--- config.mk ---
export PLATFORM = sky130hd
export DESIGN_NAME = edc_mass_div
export DESIGN_NICKNAME = d
export VERILOG_FILES = /design/src/sv/edc_pkg.sv /design/src/sv/edc_mass_div.sv
export SDC_FILE = /design/constraint.sdc
export NUM_CORES = 1
export LEC_CHECK = 0
export ABC_CLOCK_PERIOD_IN_PS = 4000
export BUFFER_PORTS_ARGS = -buffer_cell sky130_fd_sc_hd__buf_2
export CORE_MARGIN = 2
export CORE_UTILIZATION = 30
export DETAILED_ROUTE_END_ITERATION = 12
export PLACE_DENSITY_LB_ADDON = 0.25
export SETUP_SLACK_MARGIN = 0.2
export SLEW_MARGIN = 20
export SYNTH_ARGS = -nofsm -noshare
export SYNTH_HDL_FRONTEND = slang
export SYNTH_SLANG_ARGS = --single-unit
--- constraint.sdc ---
create_clock -name clock -period 4 [get_ports clock]
set_input_delay 0.8 -clock clock [delete_from_list [all_inputs] [get_ports clock]]
set_output_delay 0.8 -clock clock [all_outputs]
set_load 0.02 [all_outputs]
--- src/sv/edc_pkg.sv ---
// shared types, constants and rounding and clamping helpers for the elastic disc collision block
// no dependencies
`timescale 1ns / 1ps

package edc_pkg;

   // register indexes on the csr port
   localparam logic CSR_MASS_FIRST  = 1'b0;
   localparam logic CSR_MASS_SECOND = 1'b1;

   // mass registers reset to 0.7 in Q8.8
   localparam logic [15:0] MASS_RESET = 16'd179;
   // mass ratio 2*m/M for equal masses, Q.16
   localparam logic [17:0] RATIO_RESET = 18'd65536;

   // register stages through the divide and square root unit
   localparam int DIV_STAGES  = 33;
   localparam int SQRT_STAGES = 17;
   localparam int UNIT_LAT    = DIV_STAGES + SQRT_STAGES;

   typedef struct packed {
      logic signed [31:0] first_pos_x;
      logic signed [31:0] first_pos_y;
      logic signed [31:0] first_vel_x;
      logic signed [31:0] first_vel_y;
      logic [30:0]        first_radius;
      logic signed [31:0] second_pos_x;
      logic signed [31:0] second_pos_y;
      logic signed [31:0] second_vel_x;
      logic signed [31:0] second_vel_y;
      logic [30:0]        second_radius;
   } req_type;

   typedef struct packed {
      logic signed [31:0] new_first_vel_x;
      logic signed [31:0] new_first_vel_y;
      logic signed [31:0] new_second_vel_x;
      logic signed [31:0] new_second_vel_y;
      logic               contact;
   } rsp_type;

   // mass ratios from the serial divider
   typedef struct packed {
      logic [17:0] k1;
      logic [17:0] k2;
      logic        msum_zero;
   } ratio_type;

   // divide by 2^16, round to nearest, ties away from zero
   function automatic logic signed [63:0] round16(input logic signed [63:0] x);
      logic [63:0] m;
      m = x[63] ? 64'(-x) : 64'(x);
      m = (m + 64'd32768) >> 16;
      return x[63] ? -$signed(m) : $signed(m);
   endfunction

   // clamp to the signed 32-bit range
   function automatic logic signed [31:0] sat32(input logic signed [63:0] x);
      if (x > 64'sd2147483647) return 32'sh7fffffff;
      if (x < -64'sd2147483648) return 32'sh80000000;
      return x[31:0];
   endfunction

endpackage

--- src/sv/edc_mass_div.sv ---
// serial divider for the mass ratios 2*m2/M and 2*m1/M, rerun after each mass write
// depends on edc_pkg
`timescale 1ns / 1ps

module edc_mass_div
   import edc_pkg::*;
(
   input  logic        clock,
   input  logic        reset,
   input  logic        kick,
   input  logic [15:0] mass_first,
   input  logic [15:0] mass_second,
   output ratio_type   ratio
);

   localparam int NUM_BITS = 34;

   logic        run_ff;
   logic [5:0]  count_ff;
   logic [33:0] n1_ff, n2_ff;
   logic [16:0] r1_ff, r2_ff;
   logic [17:0] q1_ff, q2_ff;
   logic [16:0] d_ff;
   ratio_type   ratio_ff;

   logic [16:0] msum_in;
   logic [17:0] t1_in, t2_in;
   logic        b1_in, b2_in;
   logic [17:0] q1_in, q2_in;

   assign msum_in = 17'(mass_first) + 17'(mass_second);

   // one quotient bit a cycle on both lanes while running
   always_comb begin
      t1_in = {r1_ff, n1_ff[33]};
      t2_in = {r2_ff, n2_ff[33]};
      b1_in = t1_in >= {1'b0, d_ff};
      b2_in = t2_in >= {1'b0, d_ff};
      q1_in = {q1_ff[16:0], b1_in};
      q2_in = {q2_ff[16:0], b2_in};
   end

   always_ff @(posedge clock) begin
      if (reset) begin
         run_ff   <= 1'b0;
         count_ff <= '0;
         ratio_ff <= '{k1: RATIO_RESET, k2: RATIO_RESET, msum_zero: 1'b0};
      end else if (kick) begin
         run_ff   <= 1'b1;
         count_ff <= '0;
      end else if (run_ff) begin
         count_ff <= count_ff + 6'd1;
         if (count_ff == 6'(NUM_BITS - 1)) begin
            run_ff   <= 1'b0;
            ratio_ff <= '{k1: q1_in, k2: q2_in, msum_zero: (d_ff == '0)};
         end
      end
   end

   // datapath loads on kick, shifts while running
   always_ff @(posedge clock) begin
      if (kick) begin
         d_ff  <= msum_in;
         n1_ff <= (34'(mass_second) << 17) + 34'(msum_in >> 1);
         n2_ff <= (34'(mass_first) << 17) + 34'(msum_in >> 1);
         r1_ff <= '0;
         r2_ff <= '0;
         q1_ff <= '0;
         q2_ff <= '0;
      end else if (run_ff) begin
         n1_ff <= {n1_ff[32:0], 1'b0};
         n2_ff <= {n2_ff[32:0], 1'b0};
         r1_ff <= b1_in ? 17'(t1_in - {1'b0, d_ff}) : t1_in[16:0];
         r2_ff <= b2_in ? 17'(t2_in - {1'b0, d_ff}) : t2_in[16:0];
         q1_ff <= q1_in;
         q2_ff <= q2_in;
      end
   end

   assign ratio = ratio_ff;

endmodule

### Word-level counts from Yosys, hierarchy flattened

Index checks and enable logic that the tools add are counted.

| word-level totals | value |
|---|---|
| logic and storage cells | 35 |
| input port bits | 35 |
| register bits | 197 |

| cells by class | value |
|---|---|
| equality and inequality tests | 1 |
| $lt $le $gt $ge | 2 |
| bitwise logic cells | 1 |
| reductions and logical operators | 4 |
| add/subtract/negate cells | 6 |
| muxes and demuxes | 9 |

Operator list:

| cell | count |
|---|---|
| $mux W34 | 4 |
| $add A33 B16 Y34 | 2 |
| $ge A18 B17 Y1 | 2 |
| $mux W17 | 2 |
| $sub A17 B17 Y17 | 2 |
| $add A16 B16 Y17 | 1 |
| $logic_not A17 Y1 | 1 |
| $add A6 B1 Y6 const B | 1 |
| $eq A6 B6 Y1 const B | 1 |
| $mux W1 | 3 |
| $reduce_and A3 Y1 | 1 |
| $reduce_bool A2 Y1 | 1 |
| $reduce_or A2 Y1 | 1 |
| $not A1 Y1 | 1 |

### Logic depth before layout (Yosys ltp)

Gate-level depths: netlist (run 1).

| depth | value |
|---|---|
| depth after elaboration | 4 |
| mapped depth | 11 |
| gate-level depth less buffers | 10 |

### Worst setup path before layout (run 1)

OpenSTA, ideal clock, no wires.

| timing path | value |
|---|---|
| path kind | input -> register |
| from | input port mass_first[0] |
| to | register n2_ff[15] (data pin) |
| required time | 3724 ps |
| path buffers | 0 |
| path slack | 1073 ps |
| arrival time | 2651 ps |
| stages | 8 |
| cells stage by stage | ha_1 > fa_1 > a21o_1 > a21oi_1 > o21ai_0 > a221o_1 > o21ai_0 > a31oi_1 |

| on the way | value |
|---|---|
| cells in the longest elaborated chain, start to end | 3 |

Ends and longest elaborated chain:

| element | RTL line | text |
|---|---|---|
| start: declaration | edc_mass_div.sv:11 | `input logic [15:0] mass_first,` |
| $add A16 B16 Y17 | edc_mass_div.sv:31 | `assign msum_in = 17'(mass_first) + 17'(mass_second);` |
| $add A33 B16 Y34 | edc_mass_div.sv:65 | `n2_ff <= (34'(mass_first) << 17) + 34'(msum_in >> 1);` |
| $mux W34 | edc_mass_div.sv:62 | `if (kick) begin` |
| end signal: assignment | edc_mass_div.sv:65 |  |
| end signal: assignment | edc_mass_div.sv:72 | `n2_ff <= {n2_ff[32:0], 1'b0};` |
| end: declaration | edc_mass_div.sv:20 | `logic [33:0] n1_ff, n2_ff;` |

No other way between the ends.
A chain may end at the register's enable or synchronous reset.

### Worst setup path after layout (run 1)

| timing path | value |
|---|---|
| from | register n1_ff[33] |
| to | register r1_ff[0] |

| on the way | value |
|---|---|
| cells in the longest elaborated chain, start to end | 2 |
| elaborated cells between the ends (all ways) | 3 |

Ends and longest elaborated chain:

| element | RTL line | text |
|---|---|---|
| start: declaration | edc_mass_div.sv:20 |  |
| start signal: assignment | edc_mass_div.sv:64 | `n1_ff <= (34'(mass_second) << 17) + 34'(msum_in >> 1);` |
| start signal: assignment | edc_mass_div.sv:71 | `n1_ff <= {n1_ff[32:0], 1'b0};` |
| $sub A17 B17 Y17 / $ge A18 B17 Y1 (equally long branches) | edc_mass_div.sv:73, edc_mass_div.sv:37 |  |
| $mux W17 * | edc_mass_div.sv:73 | `r1_ff <= b1_in ? 17'(t1_in - {1'b0, d_ff}) : t1_in[16:0];` |
| end signal: assignment | edc_mass_div.sv:73 |  |
| end: declaration | edc_mass_div.sv:21 | `logic [16:0] r1_ff, r2_ff;` |

Every way passes the cells marked *; elsewhere a longest branch is shown, timed or not.

==> results of run 1 <==
-- worst max-delay path, delay by kind of cell, from the launching register on --
family | cells | cell delay, ns
mux | 1 | 0.48
fa+ha+maj | 2 | 0.58
compound gates | 4 | 1.03
simple gates | 1 | 0.40
buf+inv | 2 | 0.16
flops | 1 | 0.36
-- synthesized netlist by cell type (all sizes together) (9+ instances only) --
cell,n
nand2,137
o21ai,39
nor3,14
a211oi,16
o31ai,9
buf,23
nor2b,9
edfxtp,68
clkbuf,32
a21oi,82
xor2,16
and2,11
mux2,40
nor2,77
inv,32
ha,52
nand4,14
xnor2,24
mux2i,41
a21o,17
dfxtp,112
nand3,19
-- state kept, by name, indices dropped and copies added (netlist names) --
name      flops
r2_ff        17
ratio        37
q1_ff        17
run_ff        1
d_ff         17
n1_ff        18
q2_ff        17
r1_ff        17
count_ff      6
n2_ff        33
-- cell type report --
class / instances / share of cell area, %
clock buffers: 19 / 3.91
repair buffers: 86 / 4.36
flip-flops and latches: 180 / 38.7
inverters: 32 / 1.08
clock inverters: 13 / 0.892
multi-input cells: 747 / 46.1
well taps: 442 / 4.99
-- cell families (layout without fill, tap and decap cells) --
logic type	count (synthesis)	in the layout	share of synthesized area, %
compound gates	242	242	16.8
simple gates	329	329	15.8
fa+ha+maj	55	55	7.29
mux	81	81	8.83
flops	180	180	44.0
xor+xnor	40	40	3.59
buf+inv	87	150	3.67
-- routing by layer --
metal,up-vias,GRT usage [%]
met5,-,0
met4,0,4.29
met3,19,2.77
met2,101,23.6
met1,3635,18.4
li1,3795,-
-- per-stage QoR --
stage	hold WS, ns	area, µm²	total power, µW	setup slack, ns
after detailed placement	0.446	10500	2990	0.576
after global placement	0.443	10500	2980	0.605
after global routing	0.468	11100	4760	0.722
final	0.451	11100	4510	0.903
after floorplan	0.431	9750	2770	1.07
after CTS	0.456	11100	4580	0.875
-- worst max-delay path by stage --
| stage | slack [ns] | to | cells past startpoint |
|---|---|---|---|
| global route | 0.72 | r1_ff[0] | 10 |
| CTS | 0.88 | r1_ff[0] | 10 |
| floorplan | 1.07 | n2_ff[15] | 8 |
| global placement | 0.61 | n2_ff[15] | 9 |
| finish | 0.90 | r1_ff[0] | 10 |
| detailed placement | 0.58 | n2_ff[15] | 9 |
-- cell usage in the layout, fill, tap and decap left out, types with 5 or more instances in the layout --
master and count:
sky130_fd_sc_hd__o21bai_1 8, sky130_fd_sc_hd__o21ai_0 35, sky130_fd_sc_hd__nor3_1 14, sky130_fd_sc_hd__ha_1 52, sky130_fd_sc_hd__buf_4 15, sky130_fd_sc_hd__o311ai_0 6, sky130_fd_sc_hd__and3_1 6, sky130_fd_sc_hd__clkbuf_16 17
sky130_fd_sc_hd__nand4_1 14, sky130_fd_sc_hd__a211oi_1 15, sky130_fd_sc_hd__xnor2_1 24, sky130_fd_sc_hd__nand2b_1 7, sky130_fd_sc_hd__nor4b_1 6, sky130_fd_sc_hd__nand2_1 137, sky130_fd_sc_hd__a21oi_1 82, sky130_fd_sc_hd__mux2i_1 41
sky130_fd_sc_hd__a311oi_1 5, sky130_fd_sc_hd__inv_1 31, sky130_fd_sc_hd__nor2b_1 9, sky130_fd_sc_hd__edfxtp_1 68, sky130_fd_sc_hd__nor4_1 8, sky130_fd_sc_hd__buf_2 70, sky130_fd_sc_hd__a21o_1 17, sky130_fd_sc_hd__o21a_1 7
sky130_fd_sc_hd__o31ai_1 9, sky130_fd_sc_hd__o211ai_1 5, sky130_fd_sc_hd__a41oi_1 5, sky130_fd_sc_hd__nor2_1 77, sky130_fd_sc_hd__mux2_2 38, sky130_fd_sc_hd__dfxtp_1 111, sky130_fd_sc_hd__xor2_1 16, sky130_fd_sc_hd__and2_1 11
sky130_fd_sc_hd__nand3_1 16
-- power groups by stage --
| stage | clock network (µW) | logic, µW | registers (µW) |
|---|---|---|---|
| floorplan | 0 | 661 | 2110 |
| global placement | 0 | 838 | 2150 |
| detailed placement | 0 | 842 | 2150 |
| CTS | 1630 | 848 | 2110 |
| global route | 1690 | 950 | 2120 |
| finish | 1560 | 845 | 2100 |
==> results.cfg, run 1 <==
[clocking]
cts_tree = done
clk_pin_slew_ns = 0.07
clock_tree.buffer_depth = 2
cts_buffers = 17
cts.sink_count = 180
post_cts_hold_buffer_count = 0
postCtsSetupBuffers = 0
worstSkewPairLatency_ns = 0.44
cts-resized-gates = 0
clockRootBuffer = sky130_fd_sc_hd__clkbuf_16
cts.htree.levels = 4

[yosys]
synth.avg_cell_area_um2 = 9.61
gate_count_after_technology_mapping = 1014
postSynthNetCount = 1104
netlist-cell-type-count = 70
synth.ff_latch_count = 180
ys.flop_type = sky130_fd_sc_hd__dfxtp_1
synth_edf_count = 68
synth_top_cell_by_area = sky130_fd_sc_hd__dfxtp_1
yosys_warnings = 0
netlist_area_mm2 = 0.00975
synth_top_cells_by_area = sky130_fd_sc_hd__dfxtp_1 23%, sky130_fd_sc_hd__edfxtp_1 21%, sky130_fd_sc_hd__ha_1 6.7%
yosysTopAreaCellShare_pct = 23.0
asyncSetResetFlopFracSynth_pct = 0
synth_seq_area_share_pct = 44.0

[min_path]
min_path_type = flip-flop to flip-flop
hold_path_depth = 2
holdPathEnd = ratio[12]
timing.hold.worst.start = ratio[12]

[route]
route.met3.wl_um = 643
highest_layer = met4
totalWireLength_um = 23100
drt.antenna.violating_nets = 0
route.detailed.wl_per_inst_um = 15.2
drtPass1Iterations = 4
drt_drc_violations_left = 0
dr_total_vias = 7550
wl_met1_um = 11200
drt_first_iter_violations = 420
met2_length_um = 10900
detail_route.vias_per_cell = 4.97

[worst_setup_path]
critPathRequiredTime_ns = 4.36
cp_data_arrival_time_ns = 3.46
reg2reg_slack_ns = 0.90
critical_path.reg2reg.endpoint = r1_ff[0]
critPathMaxFanout = 18
crit_path_cell_trace = inv_1, ha_1, inv_1, fa_1, a21o_1, a221oi_4, a221o_1, nand3_2, mux2_1, a211oi_2
critical-path-max-stage-delay_ns = 0.48
timing.critical_path.mode_cell = sky130_fd_sc_hd__inv_1
worst_setup_path_start_kind = flip-flop
cp-end-kind = flip-flop
critPathLaunch = n1_ff[33]
critical_path.reg2reg.startpoint = n1_ff[33]
critPathKind = flip-flop to flip-flop
crit_slowest_cell = sky130_fd_sc_hd__mux2_1
reg2reg_depth = 10

[floorplan]
fp.dieArea_mm2 = 0.0339
rows = 66
die_width_um = 184
core-area_mm2 = 0.0323
die_y_um = 184
num_io_pins = 72
initial_utilization_pct = 30.2

[placed_design]
hpwlAfterDp_um = 16300
io_buffers = 71
place.gp.congestion = 0.827
dp_cells = 1487

[power_and_ir_drop]
netSwitchingFraction_pct = 29.1
pwr-share-clk_pct = 34.7
cellLeakagePower_uw = 0.00435
cellInternalPower_uw = 3200
pwr-share-comb_pct = 18.7
pwr_density_cell_mw_per_mm2 = 407
vdd_drop_max_mv = 0.272
power.switching_uw = 1320
share_seq_of_total_power_pct = 46.6

[final_layout]
fin_util_pct = 34.3
area_growth_pct = 13.7
multiInputGateArea_mm2 = 0.00510
final_nets = 1154
fin_cells = 1519
num_antenna_cells = 0
fillCellCount = 3355
post_route_cells_drive_above_1_share_pct = 16.0
seq_area_mm2 = 0.00429

[global_route]
gr-usage-all-layers_pct = 14.1
grt_antenna_before_repair = 0
grt_pass1_wl_um = 38200
grt_pass1_vias = 7368
grt_remaining_overflow = 0
pin_count_of_the_biggest_net_entering_global_routing = 65

[flow_run]
max_cap_viol_count = 0

[timing]
achievable-frequency_mhz = 323
timing.clock.skew_ns = 0.0150
slew_viol_final = 0
finalSetupTns_ns = 0
remaining_max_slew_budget_at_the_tightest_pin_pct = 38.9
rsz0062_at_grt = false
final-setup-viol-count = 0
final_critical_path_required_period_ns = 3.10
tightest_slew_ns = 0.917
min_period_over_period_pct = 77.4
report.final.hold_viol_count = 0

[outcome]
outcome = finished clean
No activity file was read; power rests on OpenSTA's default activity.
==> inputs of run 2 (changes only) <==
Settings changed: ABC_AREA set to 1, ABC_CLOCK_PERIOD_IN_PS 4000 to 2500.
Clock period 4 ns to 2.5 ns, I/O delays scaled along.
==> run 2 against run 1 <==
Non-clock buffer count down 1. Critical path type unchanged. Critical endpoint is now r2_ff[13]. Die area up 1.7%. Fmax up 43%. Total power up 56%. First-iteration DRC count up 26%. Largest cell class unchanged. Clock skew up 0.00060 ns. Utilization up 0.74 points. Cell count up 22%. Critical path depth up 1. Combinational power up 25%.
==> results.cfg, run 2 <==
[outcome]
outcome = finished clean

[worst_setup_path]
critical_path.reg2reg.startpoint = d_ff[0]
critPathMaxFanout = 18
critical_path.reg2reg.endpoint = r2_ff[13]
crit_slowest_cell = sky130_fd_sc_hd__edfxtp_1
timing.critical_path.buf_inv = 1
cp-end-kind = flip-flop
worst_setup_path_start_kind = flip-flop
critPathKind = flip-flop to flip-flop
reg2reg_slack_ns = 0.33
timing.critical_path.mode_cell = sky130_fd_sc_hd__nand2_1
critPathRequiredTime_ns = 2.84
crit_path_cell_trace = ha_1, inv_1, fa_1, nand3_1, nand3_2, nand2_8, nand2_8, nand2_2, nand2_1, nand2_1, nand2_1
cp_data_arrival_time_ns = 2.51
critical-path-max-stage-delay_ns = 0.44
reg2reg_depth = 11
cp_top_family = simple AND/OR/NAND/NOR gates

[flow_run]
max_cap_viol_count = 0

[global_route]
grt_pass1_wl_um = 39900
pin_count_of_the_biggest_net_entering_global_routing = 70
grt_antenna_before_repair = 3
gr-usage-all-layers_pct = 14.5
grt_pass1_vias = 7879
grt_remaining_overflow = 0

[timing]
min_period_over_period_pct = 86.8
report.final.hold_viol_count = 0
remaining_max_slew_budget_at_the_tightest_pin_pct = 53.0
slew_viol_final = 0
timing.clock.skew_ns = 0.0156
setup_slack_ns = 0.331
finalSetupTns_ns = 0
final_critical_path_required_period_ns = 2.17
rsz0062_at_grt = false
final-setup-viol-count = 0
tightest_slew_ns = 0.705
achievable-frequency_mhz = 461

[clocking]
cts_buffers = 17
clock_tree.buffer_depth = 2
cts.htree.levels = 4
cts_tree = done
cts.sink_count = 180
clk_pin_slew_ns = 0.07
worstSkewPairLatency_ns = 0.44
clockRootBuffer = sky130_fd_sc_hd__clkbuf_16
post_cts_hold_buffer_count = 0
postCtsSetupBuffers = 0

[floorplan]
core-area_mm2 = 0.0325
initial_utilization_pct = 30.5
rows = 66
num_io_pins = 72
fp.dieArea_mm2 = 0.0345
die_width_um = 186
die_y_um = 186

[power_and_ir_drop]
pwr_density_cell_mw_per_mm2 = 616
cellLeakagePower_uw = 0.00551
vdd_drop_max_mv = 0.471

[min_path]
holdPathEnd = n1_ff[31]
min_path_type = input port to flip-flop
hold_path_depth = 3
timing.hold.worst.start = mass_second[14]

[yosys]
most_numerous_cell_in_the_yosys_netlist = sky130_fd_sc_hd__nand2_1
synth_common_cells = 460 x sky130_fd_sc_hd__nand2_1, 169 x sky130_fd_sc_hd__inv_1, 112 x sky130_fd_sc_hd__dfxtp_1
synth_seq_area_share_pct = 43.2
asyncSetResetFlopFracSynth_pct = 0
synth_top_cells_by_area = sky130_fd_sc_hd__dfxtp_1 23%, sky130_fd_sc_hd__edfxtp_1 21%, sky130_fd_sc_hd__nand2_1 17%
yosysTopAreaCellShare_pct = 22.6
netlist_area_mm2 = 0.00991
gate_count_after_technology_mapping = 1326
synth.avg_cell_area_um2 = 7.48
yosys_warnings = 0
netlist-cell-type-count = 43
postSynthNetCount = 1416
ys.flop_type = sky130_fd_sc_hd__dfxtp_1
synth_top_cell_by_area = sky130_fd_sc_hd__dfxtp_1
synth.ff_latch_count = 180
synth_edf_count = 68

[route]
totalWireLength_um = 24300
drt.antenna.violating_nets = 0
drtPass1Iterations = 5
detail_route.vias_per_cell = 4.56
drt_first_iter_violations = 529
drt_drc_violations_left = 0
dr_total_vias = 8423
route.detailed.wl_per_inst_um = 13.1

[final_layout]
fin_cells = 1848
final_nets = 1481
layout_commonest_cell = sky130_fd_sc_hd__nand2_1
fillCellCount = 3497
largest_reg_flops = 37
post_route_cells_drive_above_1_share_pct = 11.4
area_growth_pct = 15.1
mostFrequentLayoutCells = 459 x sky130_fd_sc_hd__nand2_1, 167 x sky130_fd_sc_hd__inv_1, 112 x sky130_fd_sc_hd__dfxtp_1, 90 x sky130_fd_sc_hd__nand3_1, 71 x sky130_fd_sc_hd__buf_2

[placed_design]
dp_cells = 1814
hpwlAfterDp_um = 17700
worst_case_setup_slack_after_placement_ns = 0.195
io_buffers = 71
place.gp.congestion = 0.862
-- run 2: changes by cell type after synthesis, moves of 11 or more --
cell,delta
sky130_fd_sc_hd__a21o_1,-16
sky130_fd_sc_hd__xnor2_1,-11
sky130_fd_sc_hd__mux2_2,-38
sky130_fd_sc_hd__inv_1,+137
sky130_fd_sc_hd__nand2_1,+323
sky130_fd_sc_hd__a211oi_1,-14
sky130_fd_sc_hd__o22ai_1,+29
sky130_fd_sc_hd__nand3b_1,+14
sky130_fd_sc_hd__nand3_1,+75
sky130_fd_sc_hd__mux2i_1,-41
sky130_fd_sc_hd__a21oi_1,-16
sky130_fd_sc_hd__nor2_1,-22
-- run 2: repair_timing --
item,4_1_cts,5_1_grt
endpoints found under the setup margin,2,13
gates cloned,0,0
resized for setup,1,9
-- run 2: logic make-up (layout without fill, tap and decap cells) --
logic type | after synthesis | in the layout | share of synthesized area (%)
simple gates | 683 | 683 | 29.6
buf+inv | 216 | 294 | 8.53
other cells | 0 | 2 | 0
xor+xnor | 23 | 23 | 2.03
flops | 180 | 180 | 43.2
compound gates | 169 | 169 | 9.43
fa+ha+maj | 55 | 55 | 7.17
-- run 2: worst max-delay path by stage --
stage | slack (ns) | startpoint | end | depth (start not counted)
global route | 0.20 | n2_ff[33] | r2_ff[15] | 12
CTS | 0.23 | d_ff[0] | r2_ff[13] | 11
detailed placement | 0.20 | mass_first[0] | n2_ff[11] | 12
global placement | 0.21 | mass_first[0] | n2_ff[11] | 12
finish | 0.33 | d_ff[0] | r2_ff[13] | 11
floorplan | 0.44 | kick | n1_ff[0] | 4
-- run 2: layout make-up --
class	instances	area [µm²]	area share (%)
antenna	2	5.00	0.0439
clock buffer	20	469	4.11
clock inverter	12	105	0.921
inverter	177	666	5.84
multi-input combinational	930	4820	42.3
sequential	180	4280	37.6
tap	442	553	4.85
timing repair buffer	85	502	4.40
-- run 2: report_power, final --
group	total [µW]	internal (µW)	switching, µW
logic	1060	354	706
clock network	2670	1400	1270
registers	3290	3230	59.9
-- run 2: worst min-delay path, cell delays in order --
cell and delay (ns):
sky130_fd_sc_hd__buf_2 0.09, sky130_fd_sc_hd__nand2_1 0.05, sky130_fd_sc_hd__nand2_1 0.05
-- run 2: stage by stage --
step	utilization [%]	cell area [µm²]	hold WS (ns)	power (µW)
global route	35.0	11400	0.353	7360
detailed placement	33.2	10800	0.449	4410
CTS	34.9	11400	0.334	7100
finish	35.1	11400	0.357	7020
global placement	33.2	10800	0.449	4410
floorplan	-	9910	0.430	4090
-- run 2: routing by layer --
layer	share of wire [%]	GRT usage, %	wire, µm	up-vias
li1	-	-	-	4427
met1	49	19.9	12000	3839
met2	46	23.4	11100	139
met3	4.1	3.05	995	16
met4	0.93	3.24	227	2
met5	0.054	0	13	-
